===== src/rtl/assert_macros.svh =====
// Assertion macros used by the RTL file that checks its own behavior.
`ifndef ASSERT_MACROS_SVH
`define ASSERT_MACROS_SVH

// Implication checked on every rising edge outside reset.
`define ASSERT_ALWAYS(lbl, clk, rst_n, prop) \
  lbl: assert property (@(posedge clk) disable iff (!rst_n) prop) \
    else $error("assertion failed");

// Condition that must never be seen outside reset.
`define ASSERT_NEVER(lbl, clk, rst_n, cond) \
  lbl: assert property (@(posedge clk) disable iff (!rst_n) !(cond)) \
    else $error("forbidden condition seen");

`endif


===== src/rtl/hcpd_pkg.sv =====
// Package with the types, codes and CRC function of the packet deframer.
package hcpd_pkg;

  localparam logic [31:0] CRC_POLY = 32'hEDB8_8320;
  localparam logic [31:0] CRC_INIT = 32'hFFFF_FFFF;
  localparam logic [14:0] MAX_PAYLOAD_RST = 15'd512;
  localparam logic [14:0] CRC_FIELD_BYTES = 15'd4;
  localparam logic [14:0] TS_FIELD_BYTES = 15'd4;

  // Result kinds carried on out_tuser.
  localparam logic [1:0] KIND_HDR = 2'd0;
  localparam logic [1:0] KIND_PAYLOAD = 2'd1;
  localparam logic [1:0] KIND_PCRC = 2'd2;

  typedef enum logic [3:0] {
    PH_B0   = 4'd0,
    PH_LEN1 = 4'd1,
    PH_LEN2 = 4'd2,
    PH_SEQ  = 4'd3,
    PH_TS   = 4'd4,
    PH_HCRC = 4'd5,
    PH_PAY  = 4'd6,
    PH_PCRC = 4'd7
  } phase_t;

  typedef struct packed {
    logic [1:0]  kind;
    logic [7:0]  payload_byte;
    logic [1:0]  packet_type;
    logic        truncated;
    logic [4:0]  window;
    logic [7:0]  seqnum;
    logic [14:0] length;
    logic [31:0] timestamp;
    logic        header_crc_ok;
    logic        ignored;
    logic        payload_crc_ok;
    logic        last;
  } result_t;

  // Reflected CRC-32 update by one byte, least significant bit first.
  function automatic logic [31:0] crc32_byte(input logic [31:0] crc_in,
                                             input logic [7:0] data);
    logic [31:0] c;
    c = crc_in ^ {24'd0, data};
    for (int i = 0; i < 8; i++) begin
      c = c[0] ? ((c >> 1) ^ CRC_POLY) : (c >> 1);
    end
    return c;
  endfunction

endpackage


===== src/rtl/hcpd_in_reg.sv =====
// Input register stage that holds one incoming byte until the parser takes it.
module hcpd_in_reg (
  input  logic       clk,
  input  logic       rst_n,
  input  logic       in_tvalid,
  output logic       in_tready,
  input  logic [7:0] in_tdata,
  input  logic       take,
  output logic       valid_r,
  output logic [7:0] byte_r
);

  assign in_tready = !valid_r || take;

  always_ff @(posedge clk) begin
    if (!rst_n) begin
      valid_r <= 1'b0;
    end else if (in_tready) begin
      valid_r <= in_tvalid;
    end
  end

  always_ff @(posedge clk) begin
    if (in_tready && in_tvalid) begin
      byte_r <= in_tdata;
    end
  end

endmodule


===== src/rtl/hcpd_parser.sv =====
// Framing state machine, CRC accumulation and result formation.
module hcpd_parser (
  input  logic              clk,
  input  logic              rst_n,
  input  logic              fire,
  input  logic [7:0]        data_byte,
  input  logic              cfg_valid,
  input  logic [14:0]       cfg_data,
  output logic              res_valid,
  output hcpd_pkg::result_t res
);
  import hcpd_pkg::*;

  phase_t      phase_r, phase_nxt;
  logic [14:0] cnt_r, cnt_nxt, cnt_inc;
  logic [7:0]  byte0_r, byte0_nxt;
  logic [14:0] len_r, len_nxt;
  logic [7:0]  seq_r, seq_nxt;
  logic [31:0] ts_r, ts_nxt;
  logic [31:0] crc_r, crc_nxt;
  logic [31:0] rx_r, rx_nxt;
  logic [14:0] max_payload_r;
  logic [31:0] crc_upd;
  logic        trunc, ign, fin;

  assign cnt_inc = cnt_r + 15'd1;
  assign crc_upd = crc32_byte(crc_r, data_byte);
  assign trunc = byte0_r[5];
  assign ign = ((byte0_r[7:6] != 2'd1) && trunc) || (len_r > max_payload_r);
  assign fin = ign || (len_r == 15'd0);

  always_comb begin
    phase_nxt = phase_r;
    cnt_nxt = cnt_r;
    byte0_nxt = byte0_r;
    len_nxt = len_r;
    seq_nxt = seq_r;
    ts_nxt = ts_r;
    crc_nxt = crc_r;
    rx_nxt = rx_r;
    res = '0;
    res_valid = 1'b0;
    if (fire) begin
      unique case (phase_r)
        PH_LEN1: begin
          crc_nxt = crc_upd;
          len_nxt = {8'd0, data_byte[6:0]};
          phase_nxt = data_byte[7] ? PH_LEN2 : PH_SEQ;
        end
        PH_LEN2: begin
          crc_nxt = crc_upd;
          len_nxt = {len_r[6:0], data_byte};
          phase_nxt = PH_SEQ;
        end
        PH_SEQ: begin
          crc_nxt = crc_upd;
          seq_nxt = data_byte;
          cnt_nxt = '0;
          phase_nxt = PH_TS;
        end
        PH_TS: begin
          crc_nxt = crc_upd;
          ts_nxt = {ts_r[23:0], data_byte};
          cnt_nxt = cnt_inc;
          if (cnt_inc >= TS_FIELD_BYTES) begin
            cnt_nxt = '0;
            phase_nxt = PH_HCRC;
          end
        end
        PH_HCRC: begin
          rx_nxt = {rx_r[23:0], data_byte};
          cnt_nxt = cnt_inc;
          if (cnt_inc >= CRC_FIELD_BYTES) begin
            res_valid = 1'b1;
            res.kind = KIND_HDR;
            res.packet_type = byte0_r[7:6];
            res.truncated = trunc;
            res.window = byte0_r[4:0];
            res.seqnum = seq_r;
            res.length = len_r;
            res.timestamp = ts_r;
            res.header_crc_ok = (~crc_r == rx_nxt);
            res.ignored = ign;
            res.last = fin;
            crc_nxt = CRC_INIT;
            cnt_nxt = '0;
            phase_nxt = fin ? PH_B0 : PH_PAY;
          end
        end
        PH_PAY: begin
          crc_nxt = crc_upd;
          res_valid = 1'b1;
          res.kind = KIND_PAYLOAD;
          res.payload_byte = data_byte;
          cnt_nxt = cnt_inc;
          if (cnt_inc >= len_r) begin
            cnt_nxt = '0;
            phase_nxt = PH_PCRC;
          end
        end
        PH_PCRC: begin
          rx_nxt = {rx_r[23:0], data_byte};
          cnt_nxt = cnt_inc;
          if (cnt_inc >= CRC_FIELD_BYTES) begin
            res_valid = 1'b1;
            res.kind = KIND_PCRC;
            res.payload_crc_ok = (~crc_r == rx_nxt);
            res.last = 1'b1;
            cnt_nxt = '0;
            phase_nxt = PH_B0;
          end
        end
        default: begin
          // First header byte; unused phase codes land here as well.
          byte0_nxt = data_byte;
          len_nxt = '0;
          crc_nxt = crc32_byte(CRC_INIT, data_byte);
          cnt_nxt = '0;
          phase_nxt = PH_LEN1;
        end
      endcase
    end
  end

  always_ff @(posedge clk) begin
    if (!rst_n) begin
      phase_r <= PH_B0;
      cnt_r <= '0;
      crc_r <= CRC_INIT;
      max_payload_r <= MAX_PAYLOAD_RST;
    end else begin
      phase_r <= phase_nxt;
      cnt_r <= cnt_nxt;
      crc_r <= crc_nxt;
      if (cfg_valid) begin
        max_payload_r <= cfg_data;
      end
    end
  end

  always_ff @(posedge clk) begin
    byte0_r <= byte0_nxt;
    len_r <= len_nxt;
    seq_r <= seq_nxt;
    ts_r <= ts_nxt;
    rx_r <= rx_nxt;
  end

endmodule


===== src/rtl/hcpd_out_reg.sv =====
// Result register that holds one finished item until the sink takes it.
module hcpd_out_reg (
  input  logic              clk,
  input  logic              rst_n,
  input  logic              load,
  input  hcpd_pkg::result_t res_in,
  input  logic              out_tready,
  output logic              can_load,
  output logic              valid_r,
  output hcpd_pkg::result_t res_r
);
  import hcpd_pkg::*;

  assign can_load = !valid_r || out_tready;

  always_ff @(posedge clk) begin
    if (!rst_n) begin
      valid_r <= 1'b0;
    end else if (can_load) begin
      valid_r <= load;
    end
  end

  always_ff @(posedge clk) begin
    if (can_load && load) begin
      res_r <= res_in;
    end
  end

endmodule


===== src/rtl/header_crc_packet_deframer.sv =====
// Top level of the header and payload CRC-32 packet deframer.
// One packet byte is taken per cycle when neither side stalls, and every byte is processed
// combinationally between the input register and the result register, so each byte is held in
// the input register and its result in the result register before the result can be taken; the
// byte-wide CRC update sets the cycle time. A full result register that is not taken also holds
// back header bytes that give no item. A header item is given on the last header CRC byte, each
// payload byte gives one item, and the last payload CRC byte gives a status item; packets
// flagged ignored or with no payload end at the header item.
// The limit register cfg_data is taken at any cfg_valid and should only change between packets.
`include "assert_macros.svh"

module header_crc_packet_deframer (
  input  logic        clk,
  input  logic        rst_n,
  input  logic        in_tvalid,
  output logic        in_tready,
  input  logic [7:0]  in_tdata,   // [7:0] data_byte
  output logic        out_tvalid,
  input  logic        out_tready,
  // [7:0] payload_byte, [9:8] packet_type, [10] truncated, [15:11] window,
  // [23:16] seqnum, [38:24] length, [70:39] timestamp, [71] header_crc_ok,
  // [72] ignored, [73] payload_crc_ok, [79:74] zero
  output logic [79:0] out_tdata,
  output logic [1:0]  out_tuser,  // [1:0] kind
  output logic        out_tlast,
  input  logic        cfg_valid,
  output logic        cfg_ready,
  input  logic [14:0] cfg_data    // max_payload
);
  import hcpd_pkg::*;

  logic    in_valid_r;
  logic [7:0] in_byte_r;
  logic    fire;
  logic    can_load;
  logic    res_valid;
  result_t res;
  result_t res_r;

  assign cfg_ready = 1'b1;
  assign fire = in_valid_r && can_load;

  hcpd_in_reg u_in_reg (
    .clk       (clk),
    .rst_n     (rst_n),
    .in_tvalid (in_tvalid),
    .in_tready (in_tready),
    .in_tdata  (in_tdata),
    .take      (fire),
    .valid_r   (in_valid_r),
    .byte_r    (in_byte_r)
  );

  hcpd_parser u_parser (
    .clk       (clk),
    .rst_n     (rst_n),
    .fire      (fire),
    .data_byte (in_byte_r),
    .cfg_valid (cfg_valid),
    .cfg_data  (cfg_data),
    .res_valid (res_valid),
    .res       (res)
  );

  hcpd_out_reg u_out_reg (
    .clk        (clk),
    .rst_n      (rst_n),
    .load       (res_valid && fire),
    .res_in     (res),
    .out_tready (out_tready),
    .can_load   (can_load),
    .valid_r    (out_tvalid),
    .res_r      (res_r)
  );

  assign out_tdata = {6'd0, res_r.payload_crc_ok, res_r.ignored, res_r.header_crc_ok,
                      res_r.timestamp, res_r.length, res_r.seqnum, res_r.window,
                      res_r.truncated, res_r.packet_type, res_r.payload_byte};
  assign out_tuser = res_r.kind;
  assign out_tlast = res_r.last;

  `ASSERT_ALWAYS(a_payload_not_last, clk, rst_n,
                 (out_tvalid && out_tuser == KIND_PAYLOAD) |-> !out_tlast)
  `ASSERT_ALWAYS(a_pcrc_is_last, clk, rst_n,
                 (out_tvalid && out_tuser == KIND_PCRC) |-> out_tlast)
  `ASSERT_ALWAYS(a_byte_only_payload, clk, rst_n,
                 (out_tvalid && out_tuser != KIND_PAYLOAD) |-> (out_tdata[7:0] == 8'd0))
  `ASSERT_ALWAYS(a_ready_when_drained, clk, rst_n, !out_tvalid |-> in_tready)

endmodule

===== config.mk =====
export PLATFORM = sky130hd
export DESIGN_NAME = header_crc_packet_deframer
export DESIGN_NICKNAME = d
export VERILOG_FILES = /design/src/rtl/hcpd_pkg.sv /design/src/rtl/hcpd_in_reg.sv /design/src/rtl/hcpd_parser.sv /design/src/rtl/hcpd_out_reg.sv /design/src/rtl/header_crc_packet_deframer.sv
export VERILOG_INCLUDE_DIRS = /design/src /design/src/rtl
export SDC_FILE = /design/constraint.sdc
export NUM_CORES = 1
export LEC_CHECK = 0
export BUFFER_PORTS_ARGS = -buffer_cell sky130_fd_sc_hd__buf_2
export CAP_MARGIN = 20
export CORE_AREA = 2 2 163 165
export CTS_CLUSTER_SIZE = 14
export DETAILED_ROUTE_END_ITERATION = 10
export DIE_AREA = 0 0 165 167
export PLACE_DENSITY = 0.71
export SYNTH_ARGS = -nofsm -noshare
export SYNTH_HDL_FRONTEND = slang
export SYNTH_HIERARCHICAL = 1
export SYNTH_SLANG_ARGS = --single-unit

===== constraint.sdc =====
create_clock -name clk -period 5.9 [get_ports clk]
set_clock_uncertainty 0.1 [all_clocks]
set_input_delay 0.295 -clock clk [delete_from_list [all_inputs] [get_ports clk]]
set_output_delay 0.295 -clock clk [all_outputs]
set_load 0.1 [all_outputs]

=== After elaboration in Yosys (flattened, before gate mapping) ===
Index checks and enable logic that the tools add are counted.

* Equal/unequal tests: 13
* $add $sub $neg: 1
* Reductions and logical operators: 29
* Mux-type cells: 37
* Order comparisons: 3
* Bitwise operators: 23

{| class="wikitable"
|+ Operator list
! kind !! count
|-
| two-way mux 32 bit || 17
|-
| NOT 13 -> 14 bit || 16
|-
| case mux 32 bit (3 select lines) || 1
|-
| case mux 15 bit (3 select lines) || 2
|-
| == test 32 bit || 1
|-
| NOT 32 bit || 1
|-
| NOT 8 -> 32 bit || 1
|-
| bitwise XOR 32 x 8 -> 32 bit || 1
|-
| two-way mux 15 bit || 2
|-
| case mux 4 bit (7 select lines) || 1
|-
| == test 4 x 3 -> 1 bit, second input constant || 4
|-
| two-way mux 4 bit || 4
|-
| adder 15 x 1 -> 15 bit, second input constant || 1
|-
| >= comparator 15 bit || 1
|-
| >= comparator 15 x 3 -> 1 bit, second input constant || 1
|-
| greater-than comparator 15 bit || 1
|-
| zero test 15 bit || 1
|-
| AND reduction 2 bit || 7
|-
| != test 2 x 1 -> 1 bit, second input constant || 5
|-
| OR reduction 5 bit || 2
|-
| AND reduction 3 bit || 3
|-
| == test 4 x 2 -> 1 bit, second input constant || 2
|-
| OR reduction 7 bit || 1
|-
| logical AND 1 bit || 5
|-
| other kinds (12) || 25
|}

* Bits in registers: 240
* Word-level logic and storage cells: 130
* Output and inout port bits: 86

=== Depth between registers and ports, before layout ===
Gate-level depths: netlist of run 1.

* Word-level depth: 18
* Mapped depth: 17
* Depth with buffers taken out: 15

=== By module ===
The synthesis of run 1 kept the hierarchy.

{| class="wikitable"
|+ Modules (own cells, without submodules)
! module !! cells each !! sequential area each (um^2) !! times used !! area an instance (um^2)
|-
| hcpd_parser || 849 || 3913.8 || 1 || 8689.6
|-
| hcpd_out_reg || 82 || 2332.2 || 1 || 2369.8
|-
| hcpd_in_reg || 13 || 260.2 || 1 || 297.8
|-
| header_crc_packet_deframer || 11 || 0.0 || 1 || 72.6
|}

=== Worst setup path before layout of run 1 ===
No wires, ideal clock.

* Kind: reg-to-reg
* From: reg u_out_reg.valid_r
* To: reg u_parser.ts_r[0] (enable)
* Stages on the path, launching flop included: 6
* Data required time: 5.339 ns
* Arrival time: 3.698 ns
* Buffers on the path: 1
* Clock period less this slack: 4.259 ns
* Library setup time: 0.461 ns
* Slack: 1.641 ns
* Cell sequence: dfxtp_1 -> nand2b_4 -> and2_1 -> clkbuf_1 -> nand2_1 -> nor3_1

* Cells in the longest elaborated chain, start to end: 4

{| class="wikitable"
|+ RTL lines
! element !! line !! RTL
|-
| start, declared || hcpd_out_reg.sv:9 || <nowiki>output logic valid_r,</nowiki>
|-
| start signal, assigned || hcpd_out_reg.sv:20 || <nowiki>valid_r <= load;</nowiki>
|-
| zero test 1 bit || hcpd_out_reg.sv:14 || <nowiki>assign can_load = !valid_r || out_tready;</nowiki>
|-
| logical OR 1 bit || hcpd_out_reg.sv:14 ||
|-
| net can_load || header_crc_packet_deframer.sv:35 || <nowiki>logic can_load;</nowiki>
|-
| logical AND 1 bit || header_crc_packet_deframer.sv:41 || <nowiki>assign fire = in_valid_r && can_load;</nowiki>
|-
| net fire || header_crc_packet_deframer.sv:34 || <nowiki>logic fire;</nowiki>
|-
| AND reduction 2 bit (no line) || -- ||
|-
| end signal, assigned || hcpd_parser.sv:145 || <nowiki>ts_r <= ts_nxt;</nowiki>
|-
| end, declared || hcpd_parser.sv:19 || <nowiki>logic [31:0] ts_r, ts_nxt;</nowiki>
|}

The timed path passes the listed nets, and every way through them passes these cells.
A chain may end at the register's enable or synchronous reset.

=== Worst setup path after layout of run 1 ===
* From: reg u_parser.cnt_r[0]
* To: reg u_parser.cnt_r[8]

* Cells in the longest elaborated chain, start to end: 4
* Elaborated cells between the ends (all ways): 6
* Those cells by class: add/sub (1); order compare (2); mux (3)

{| class="wikitable"
|+ RTL lines
! element !! line !! RTL
|-
| start, declared || hcpd_parser.sv:15 || <nowiki>logic [14:0] cnt_r, cnt_nxt, cnt_inc;</nowiki>
|-
| start signal, assigned || hcpd_parser.sv:133 || <nowiki>cnt_r <= cnt_nxt;</nowiki>
|-
| adder 15 x 1 -> 15 bit (*) || hcpd_parser.sv:26 || <nowiki>assign cnt_inc = cnt_r + 15'd1;</nowiki>
|-
| >= comparator 15 x 3 -> 1 bit or >= comparator 15 bit (tied branches) || -- ||
|-
| two-way mux 15 bit (on tied branches) || -- ||
|-
| case mux 15 bit (3 select lines) (*) || hcpd_parser.sv:44 || <nowiki>unique case (phase_r)</nowiki>
|}

Every way passes the cells marked *; elsewhere a longest branch is shown, timed or not.

==> impl_metrics.tcl, run 1 <==
set metrics [dict create \
    final_cell_area_um2 13140 \
    setup_viol 0 \
    die-area_um2 27560 \
    vias 7431 \
    synth_edf_count 172 \
    fin_tns_setup_ns 0 \
    clock_latency_ns 0.53 \
    tightest_slew_ns 1.048 \
    critical_path_required_ns 6.26 \
    ys_async_sr_fraction 0 \
    synth.avg_cell_area_um2 11.97 \
    outcome "finished, final reports clean" \
    rsz0062_at_grt "false" \
    antenna_left 0 \
    r2r_slack_ns 1.56 \
    cts_resized 0 \
    max_freq_mhz 230.4 \
    slowest_stage "a21oi_1" \
    synth_seq_cells 239 \
    root_buffer "clkbuf_16" \
    grt_busiest_layer "met2" \
    num_io_pins 114 \
    max_slew_margin 0.3015 \
    cts_htree_levels 1 \
    path_cells "ha_1 > nand3_1 > nor2_1 > nand3_1 > and2_1 > or2_2 > ha_1 > a21o_1 > a21o_1 > a221oi_1 > o21ai_1 > a21oi_1 > o21ai_0 > a21oi_1" \
    numCtsBuffers 25 \
    dpl_cell_area_um2 12130 \
    critPathKind "reg2reg" \
    drt-total-wl_um 25260 \
    nets 1135 \
    r2r_start "u_parser/cnt_r[0]" \
    synthFlopType "edfxtp_1" \
    grt_pass1_vias 7183 \
    p_per_area_nw_per_um2 301.2 \
    antenna_found_initial 0 \
    use_met1 0.2544 \
    cts_setup_buffers 0 \
    drive_above_1_share 0.1667 \
    via_per_inst 5.207 \
    r2r_end "u_parser/cnt_r[8]" \
    synthCells 955 \
    clock-sinks 239 \
    first_pass_iters 5 \
    final_cell_mix "edfxtp_1 (172), buf_2 (106), xnor2_1 (84)" \
    finalHoldViolCount 0 \
    clockBufferDepth 3 \
    grt_pass1_wl_um 39810 \
    clk_pin_slew_ns 0.06 \
    rows 59 \
    worstSetupStartpointType "flop" \
    reg2reg_depth 14 \
    initial_core_util 0.4436 \
    placeableCoreArea_um2 25760 \
    gp_congestion 0.8878 \
    cp.arrival_ns 4.70 \
    antenna_cells 0 \
    drt_iter0_drc 569 \
    crit_end "u_parser/cnt_r[8]" \
    dieWidth_um 165 \
    yosysWarnings 6 \
    end_kind "flop" \
    dpl.hpwl_um 16970 \
    p_leak_nw 4.835 \
    finalCriticalPeriod_ns 4.340 \
    area_growth_syn_to_layout_pct 14.96 \
    yosysSeqAreaShare 0.5692 \
    fillCellCount 2221 \
    ir_drop_mv 0.2406 \
    whs_ns 0.1707 \
    wl_per_cell_um 17.70 \
    met3_usage 0.02765 \
    cp-startpoint "u_parser/cnt_r[0]" \
    grt_use_total 0.1845 \
    gr-usage-met2 0.3016 \
    synthDistinctLibCells 69 \
    finalMaxSlewViolations 0 \
    worstPathMaxFanout 12 \
    drc 0 \
    hp-class "in2reg" \
    overflow 0 \
    max_cap_viol_count 0 \
    final_common_cell "edfxtp_1" \
    die_y_um 167 \
    max_stage_delay_ns 0.82 \
    fin_crit_sh 0.7356 \
    grt_max_degree 78 \
    cts_tree "yes" \
    io_buffer_count 106 \
    syn-cell-area_um2 11430 \
]
per-stage QoR:
step,worst slack [ns],std cells,util,power (W)
2_1_floorplan,1.641,960,-,0.002430
3_3_place_gp,1.673,1355,0.4708,0.002545
3_5_place_dp,1.584,1355,0.4708,0.002554
4_1_cts,1.588,1426,0.5093,0.003990
5_1_grt,1.117,1427,0.5100,0.004132
6_report,1.560,1427,0.5100,0.003958
repair_timing:
item,CTS,global route
hold endpoints to repair,25,0
hold buffers,25,0
endpoints found under the setup margin,0,0
cell usage after synthesis (all sizes together), types with 18 or more instances:
cell type  count  area (µm²)
xnor2         89       828.3
nor2          61       231.5
xor2          56       543.0
edfxtp       172        5165
ha            34       425.4
buf           30       206.4
nand2         61       231.5
nor3          21       105.1
o211ai        23       172.7
inv           39       146.4
dfxtp         67        1341
clkbuf        28       156.4
and2          72       455.4
o21ai         25       140.1
a21oi         18       93.84
power by group:
group / switching, W / internal [W] / total, W / leakage [nW]
registers: 0.0000543 / 0.00183 / 0.00189 / 2.01
logic: 0.000364 / 0.000291 / 0.000655 / 2.47
clock network: 0.000631 / 0.000787 / 0.00142 / 0.360
critical path: cells and delay by family, from the launching register on:
kind	cells	cell delay (ns)
compound gates	7	2.06
fa+ha+maj	2	0.64
flops	1	0.47
simple gates	5	1.01
sequential cells by signal, summed over array words and instances, names as in the netlist:
name	cells
u_in_reg/valid_r	1
u_parser/ts_r	32
u_parser/byte0_r	8
u_out_reg/res_r	77
u_parser/seq_r	8
u_parser/cnt_r	15
u_out_reg/valid_r	1
u_parser/rx_r	24
u_parser/phase_r	3
u_parser/len_r	15
u_parser/crc_r	32
u_parser/max_payload_r	15
u_in_reg/byte_r	8
worst min path at each step:
| stage | slack, ns | start | cells past startpoint | to |
|---|---|---|---|---|
| floorplan | 0.29 | in_tdata[0] | 0 | u_in_reg/byte_r[0] |
| global placement | 0.32 | u_parser/ts_r[15] | 0 | u_parser/ts_r[23] |
| detailed placement | 0.33 | u_parser/ts_r[0] | 0 | u_parser/ts_r[8] |
| CTS | 0.15 | cfg_valid | 3 | u_parser/max_payload_r[9] |
| global route | 0.19 | cfg_valid | 3 | u_parser/max_payload_r[9] |
| finish | 0.17 | cfg_valid | 3 | u_parser/max_payload_r[9] |
cell type report:
| cell class | instances | area [µm²] | area share |
|---|---|---|---|
| flip-flops and latches | 239 | 6506 | 0.4951 |
| multi-input cells | 623 | 4434 | 0.3375 |
| repair buffers | 144 | 890.9 | 0.06780 |
| clock buffers | 31 | 648.1 | 0.04932 |
| well taps | 335 | 419.2 | 0.03190 |
| inverters | 40 | 150.1 | 0.01143 |
| clock inverters | 15 | 91.34 | 0.006951 |
per-layer routing:
metal / part of all wire / vias to the layer above
met4: 0.025 / 0
met5: 0 / -
met1: 0.44 / 3559
met3: 0.058 / 50
met2: 0.48 / 231
li1: - / 3591
cells by family (layout without fill, tap and decap cells):
group           count (synthesis)  count (layout)  synth area share
simple gates                  287             287            0.1309
buf+inv                        98             230           0.04488
other cells                     2               7         0.0006571
compound gates                132             132           0.08013
flops                         239             239            0.5692
mux                            17              17           0.01489
xor+xnor                      146             146            0.1221
fa+ha+maj                      34              34           0.03722
(Power assumes the default switching activity.)
==> run 2: changes to the inputs <==
==> constraint.sdc (replaced) <==
create_clock -name clk -period 4.16 [get_ports clk]
set_clock_uncertainty 0.1 [all_clocks]
set_input_delay 0.208 -clock clk [delete_from_list [all_inputs] [get_ports clk]]
set_output_delay 0.208 -clock clk [all_outputs]
set_load 0.1 [all_outputs]
==> run 2 against run 1 <==
Setup slack lost 1.2 ns. Critical path depth grew 1. Sequential share of layout area shrank 0.62 points. Power grew 48%. First-iteration DRC count grew 15%. Critical path type unchanged. Critical endpoint is now u_parser/phase_r[2]. Largest power group unchanged. Highest routed layer unchanged.
==> impl_metrics.tcl, run 2 (synthesis gave the netlist of run 1 again) <==
set metrics [dict create \
    clock_latency_ns 0.53 \
    p_per_area_nw_per_um2 441.6 \
    finalHoldViolCount 0 \
    fin_crit_sh 0.9149 \
    die_y_um 167 \
    vias 7530 \
    end_kind "flop" \
    max_cap_viol_count 0 \
    critical_path_required_ns 4.51 \
    initial_core_util 0.4436 \
    dieWidth_um 165 \
    max_slew_margin 0.2930 \
    finalCriticalPeriod_ns 3.806 \
    cp.arrival_ns 4.16 \
    cts_resized 0 \
    max_freq_mhz 262.7 \
    critPathKind "reg2reg" \
    setup_viol 0 \
    drt-total-wl_um 26040 \
    dpl.hpwl_um 17580 \
    io_buffer_count 106 \
    reg_top3 "u_out_reg/res_r: 77 flops, u_parser/crc_r: 32 flops, u_parser/ts_r: 32 flops" \
    ir_drop_mv 0.2976 \
    area_growth_syn_to_layout_pct 16.42 \
    grt_use_total 0.1900 \
    rows 59 \
    wl_per_cell_um 18.14 \
    final_core_util 0.5165 \
    fin_tns_setup_ns 0 \
    cts_setup_buffers 0 \
    final_common_cell "edfxtp_1" \
    top_register "u_out_reg/res_r" \
    overflow 0 \
    worstPathMaxFanout 7 \
    grt_max_degree 78 \
    grt_pass1_wl_um 40780 \
    worstSetupStartpointType "flop" \
    clock-sinks 239 \
    grt_pass1_vias 7312 \
    nets 1144 \
    tightest_slew_ns 1.061 \
    clockBufferDepth 3 \
    rsz0062_at_grt "false" \
    antenna_left 0 \
    root_buffer "clkbuf_16" \
    clk_pin_slew_ns 0.06 \
    antenna_cells 0 \
    drive_above_1_share 0.1736 \
    antenna_found_initial 0 \
    numCtsBuffers 25 \
    drt_iter0_drc 653 \
    p_leak_nw 4.916 \
    gp_congestion 0.8926 \
    die-area_um2 27560 \
    num_io_pins 114 \
    placeableCoreArea_um2 25760 \
    drc 0 \
    via_per_inst 5.247 \
    outcome "finished, final reports clean" \
    final_cell_mix "edfxtp_1 (172), buf_2 (106), xnor2_1 (84)" \
    cts_tree "yes" \
    cts_hold_repair.buffers 26 \
    first_pass_iters 5 \
    finalMaxSlewViolations 0 \
    largest_reg_flops 77 \
    whs_ns 0.06904 \
    hp-class "in2reg" \
    cts_htree_levels 1 \
]
## run 2: area by class of cell
class,instances,area (µm²)
tap,335,419.2
timing repair buffer,153,960.9
clock buffer,30,644.4
clock inverter,15,185.2
sequential,239,6506
fill,2222,12460
multi-input combinational,623,4441
inverter,40,150.1
## run 2: final timing paths
kind	slack (ns)	endpoint	start	depth (start not counted)
setup reg to reg	0.35	u_parser/phase_r[2]	u_parser/cnt_r[0]	15
hold reg to reg	0.34	u_parser/ts_r[26]	u_parser/ts_r[18]	0
setup / recovery	0.35	u_parser/phase_r[2]	u_parser/cnt_r[0]	15
hold / removal	0.07	u_parser/max_payload_r[9]	cfg_valid	3
## run 2: critical path, cell delays in order (launching register included)
cell	delay (ns)
dfxtp_1	0.47
ha_1	0.35
nand3_1	0.17
nor2_1	0.23
nand2_1	0.10
and2_1	0.17
or2_2	0.29
ha_1	0.27
o21a_1	0.11
o21ai_0	0.07
a21oi_1	0.21
nand2_1	0.08
o21ai_1	0.37
nand3_1	0.24
or4_1	0.44
o21ai_0	0.08
## run 2: power by group
group | leakage [nW] | internal (W) | switching (W)
Clock | 0.402 | 0.00136 | 0.000907
Sequential | 2.01 | 0.00260 | 0.0000713
Combinational | 2.51 | 0.000419 | 0.000527
## run 2: per-layer routing
layer | global-route usage | part of all wire
met1 | 0.2659 | 0.44
met2 | 0.3060 | 0.48
met3 | 0.02491 | 0.054
met4 | 0.06163 | 0.028
met5 | 0 | 0
## run 2: stage by stage
| step | cell area [µm²] | total power [W] | setup slack, ns | instances |
|---|---|---|---|---|
| after global routing | 13310 | 0.006097 | 0.04442 | 1435 |
| after detailed placement | 12210 | 0.003628 | 0.4028 | 1363 |
| after CTS | 13300 | 0.005918 | 0.3895 | 1434 |
| after global placement | 12210 | 0.003613 | 0.4120 | 1363 |
| final | 13310 | 0.005876 | 0.3539 | 1435 |
| after floorplan | 11450 | 0.003446 | 0.5923 | 960 |
==> run 3: changes to the inputs <==
--- a/config.mk
+++ b/config.mk
@@ -8,11 +8,14 @@
 export LEC_CHECK = 0
 export BUFFER_PORTS_ARGS = -buffer_cell sky130_fd_sc_hd__buf_2
 export CAP_MARGIN = 20
-export CORE_AREA = 2 2 163 165
+export CELL_PAD_IN_SITES_DETAIL_PLACEMENT = 2
+export CELL_PAD_IN_SITES_GLOBAL_PLACEMENT = 2
+export CORE_AREA = 2 2 173 175
 export CTS_CLUSTER_SIZE = 14
 export DETAILED_ROUTE_END_ITERATION = 10
-export DIE_AREA = 0 0 165 167
-export PLACE_DENSITY = 0.71
+export DIE_AREA = 0 0 175 177
+export MAX_ROUTING_LAYER = met4
+export PLACE_DENSITY = 0.86
 export SYNTH_ARGS = -nofsm -noshare
 export SYNTH_HDL_FRONTEND = slang
 export SYNTH_HIERARCHICAL = 1
==> run 3 against run 2 <==
Fmax is 5.8% lower. Flip-flop and latch count unchanged. Final cell count increased by 4.4%. Sequential power barely moved. First-iteration DRC count rose by 26%. Die area rose by 12%. Core utilization down 5.6 points. Via count grew 14%. Critical path depth rose by 1. Register-to-register slack worse by 0.24 ns. Critical endpoint is now u_parser/cnt_r[3]. Largest power group unchanged.
==> impl_metrics.tcl, run 3 (synthesis gave the netlist of run 1 again) <==
set metrics [dict create \
    p_per_area_nw_per_um2 460.5 \
    drt-total-wl_um 44190 \
    critical_path_required_ns 4.53 \
    max_cap_viol_count 0 \
    die-area_um2 30980 \
    drc 0 \
    holdPathStages 3 \
    clock_latency_ns 0.57 \
    vias 8549 \
    largest_reg_flops 77 \
    p_seq_frac 0.433 \
    area_growth_syn_to_layout_pct 17.92 \
    drive_above_1_share 0.1877 \
    antenna_found_initial 0 \
    grt_max_degree 64 \
    cp-startpoint "u_parser/cnt_r[0]" \
    nets 1150 \
    cts_htree_levels 1 \
    gp_congestion 0.8368 \
    cp.arrival_ns 4.41 \
    worstSetupStartpointType "flop" \
    finalMaxSlewViolations 0 \
    top_layer_used "met4" \
    numCtsBuffers 26 \
    num_io_pins 114 \
    r2r_slack_ns 0.12 \
    antenna_cells 0 \
    critPathKind "reg2reg" \
    wl_per_cell_um 29.50 \
    slowest_stage "dfxtp_2" \
    wl_met2_um 22630 \
    tightest_slew_ns 1.117 \
    crit_end "u_parser/cnt_r[3]" \
    cts_tree "yes" \
    hp-class "in2reg" \
    die_y_um 177 \
    fin_crit_sh 0.9717 \
    top_register "u_out_reg/res_r" \
    ir_drop_mv 0.2848 \
    worstPathMaxFanout 7 \
    wl_met1_um 16560 \
    reg2reg_depth 16 \
    sw_frac_of_total 0.2931 \
    io_buffer_count 106 \
    max_freq_mhz 247.4 \
    rows 63 \
    switchingPower_w 0.001819 \
    p_leak_nw 4.956 \
    clockPowerShare 0.389 \
    clockBufferDepth 3 \
    finalCriticalPeriod_ns 4.042 \
    clk_pin_slew_ns 0.07 \
    first_pass_iters 7 \
    finalHoldViolCount 0 \
    clock-sinks 239 \
    grt_pass1_vias 9413 \
    overflow 0 \
    cp.depth 16 \
    reg_top3 "u_out_reg/res_r: 77 flops, u_parser/crc_r: 32 flops, u_parser/ts_r: 32 flops" \
    max_stage_delay_ns 0.45 \
    placeableCoreArea_um2 29240 \
    final_cell_mix "edfxtp_1 (172), buf_2 (106), xnor2_1 (84)" \
    final_core_util 0.4609 \
    dp.cells 1425 \
    critPathBufInv 1 \
    path_cells "ha_4 > nand3_1 > nor2_4 > nand2_1 > and2_1 > or2_2 > ha_1 > o21a_1 > o21ai_0 > a21oi_1 > a221oi_1 > o21ai_2 > a21oi_1 > buf_4 > o21ai_0 > a21oi_2" \
    r2r_start "u_parser/cnt_r[0]" \
    grt_use_total 0.2936 \
    max_slew_margin 0.2525 \
    via_per_inst 5.707 \
    antenna_left 0 \
    root_buffer "clkbuf_16" \
    outcome "finished, final reports clean" \
    grt_pass1_wl_um 65030 \
    dieWidth_um 175 \
    drt_iter0_drc 820 \
    internal_power_w 0.004387 \
    stdcell_count 1498 \
    dpl.hpwl_um 27820 \
    pwr-share-comb 0.178 \
    route.met3.wl_um 2531 \
    path_delay_family "compound AO/OA/AOI/OAI gates" \
    initial_core_util 0.3908 \
    r2r_end "u_parser/cnt_r[3]" \
    final_common_cell "edfxtp_1" \
    setup_viol 0 \
    end_kind "flop" \
]
==> run 3: tightest hold or removal path, stage by stage <==
cell and delay [ns]:
buf_2 0.26, nand2_1 0.13, o211ai_1 0.08
==> run 3: how the worst min path moves through the flow <==
stage / from / to / slack (ns)
after floorplan: in_tdata[0] / u_in_reg/byte_r[0] / 0.21
after global placement: in_tdata[4] / u_in_reg/byte_r[4] / 0.29
after detailed placement: in_tdata[2] / u_in_reg/byte_r[2] / 0.29
after CTS: rst_n / u_parser/crc_r[19] / 0.09
after global routing: cfg_valid / u_parser/max_payload_r[9] / 0.11
final: cfg_valid / u_parser/max_payload_r[9] / 0.1
==> run 3: power groups by stage <==
stage,clock (W),sequential (W),combinational (W)
floorplan,0,0.00269,0.000755
global placement,0,0.00272,0.000929
detailed placement,0,0.00273,0.00101
CTS,0.00240,0.00268,0.00106
global route,0.00252,0.00269,0.00116
finish,0.00242,0.00269,0.00110
==> run 3: what timing repair did <==
| action | 4_1_cts | 5_1_grt |
|---|---|---|
| hold buffers | 25 | 0 |
| endpoints found under the setup margin | 14 | 65 |
| endpoints found under the hold margin | 25 | 0 |
| setup buffers | 0 | 0 |
| gates resized for setup | 2 | 7 |
==> run 3: cell type report <==
class	instances	area (µm²)
flip-flops and latches	239	6510
well taps	390	488.0
fillers	2949	15770
clock buffers	35	694.4
multi-input cells	623	4473
repair buffers	158	1008
inverters	40	150.1
clock inverters	13	153.9
==> run 3: routing by layer <==
layer  up-vias  track usage
met4         0       0.1576
li1       3614            -
met1      4383       0.3293
met5         -            -
met2       412       0.5077
met3       140      0.04296
==> run 3: stage by stage <==
stage / hold slack [ns] / total power (W) / setup slack (ns) / setup TNS, ns / instance area [µm²]
after global placement: 0.2862 / 0.003646 / 0.3214 / 0 / 12340
after floorplan: 0.2069 / 0.003446 / 0.5923 / 0 / 11450
after detailed placement: 0.2873 / 0.003732 / -0.06362 / -0.1126 / 12340
final: 0.09931 / 0.006206 / 0.1178 / 0 / 13480
after CTS: 0.09210 / 0.006136 / 0.05577 / 0 / 13450
after global routing: 0.1097 / 0.006374 / -0.01511 / -0.01511 / 13480
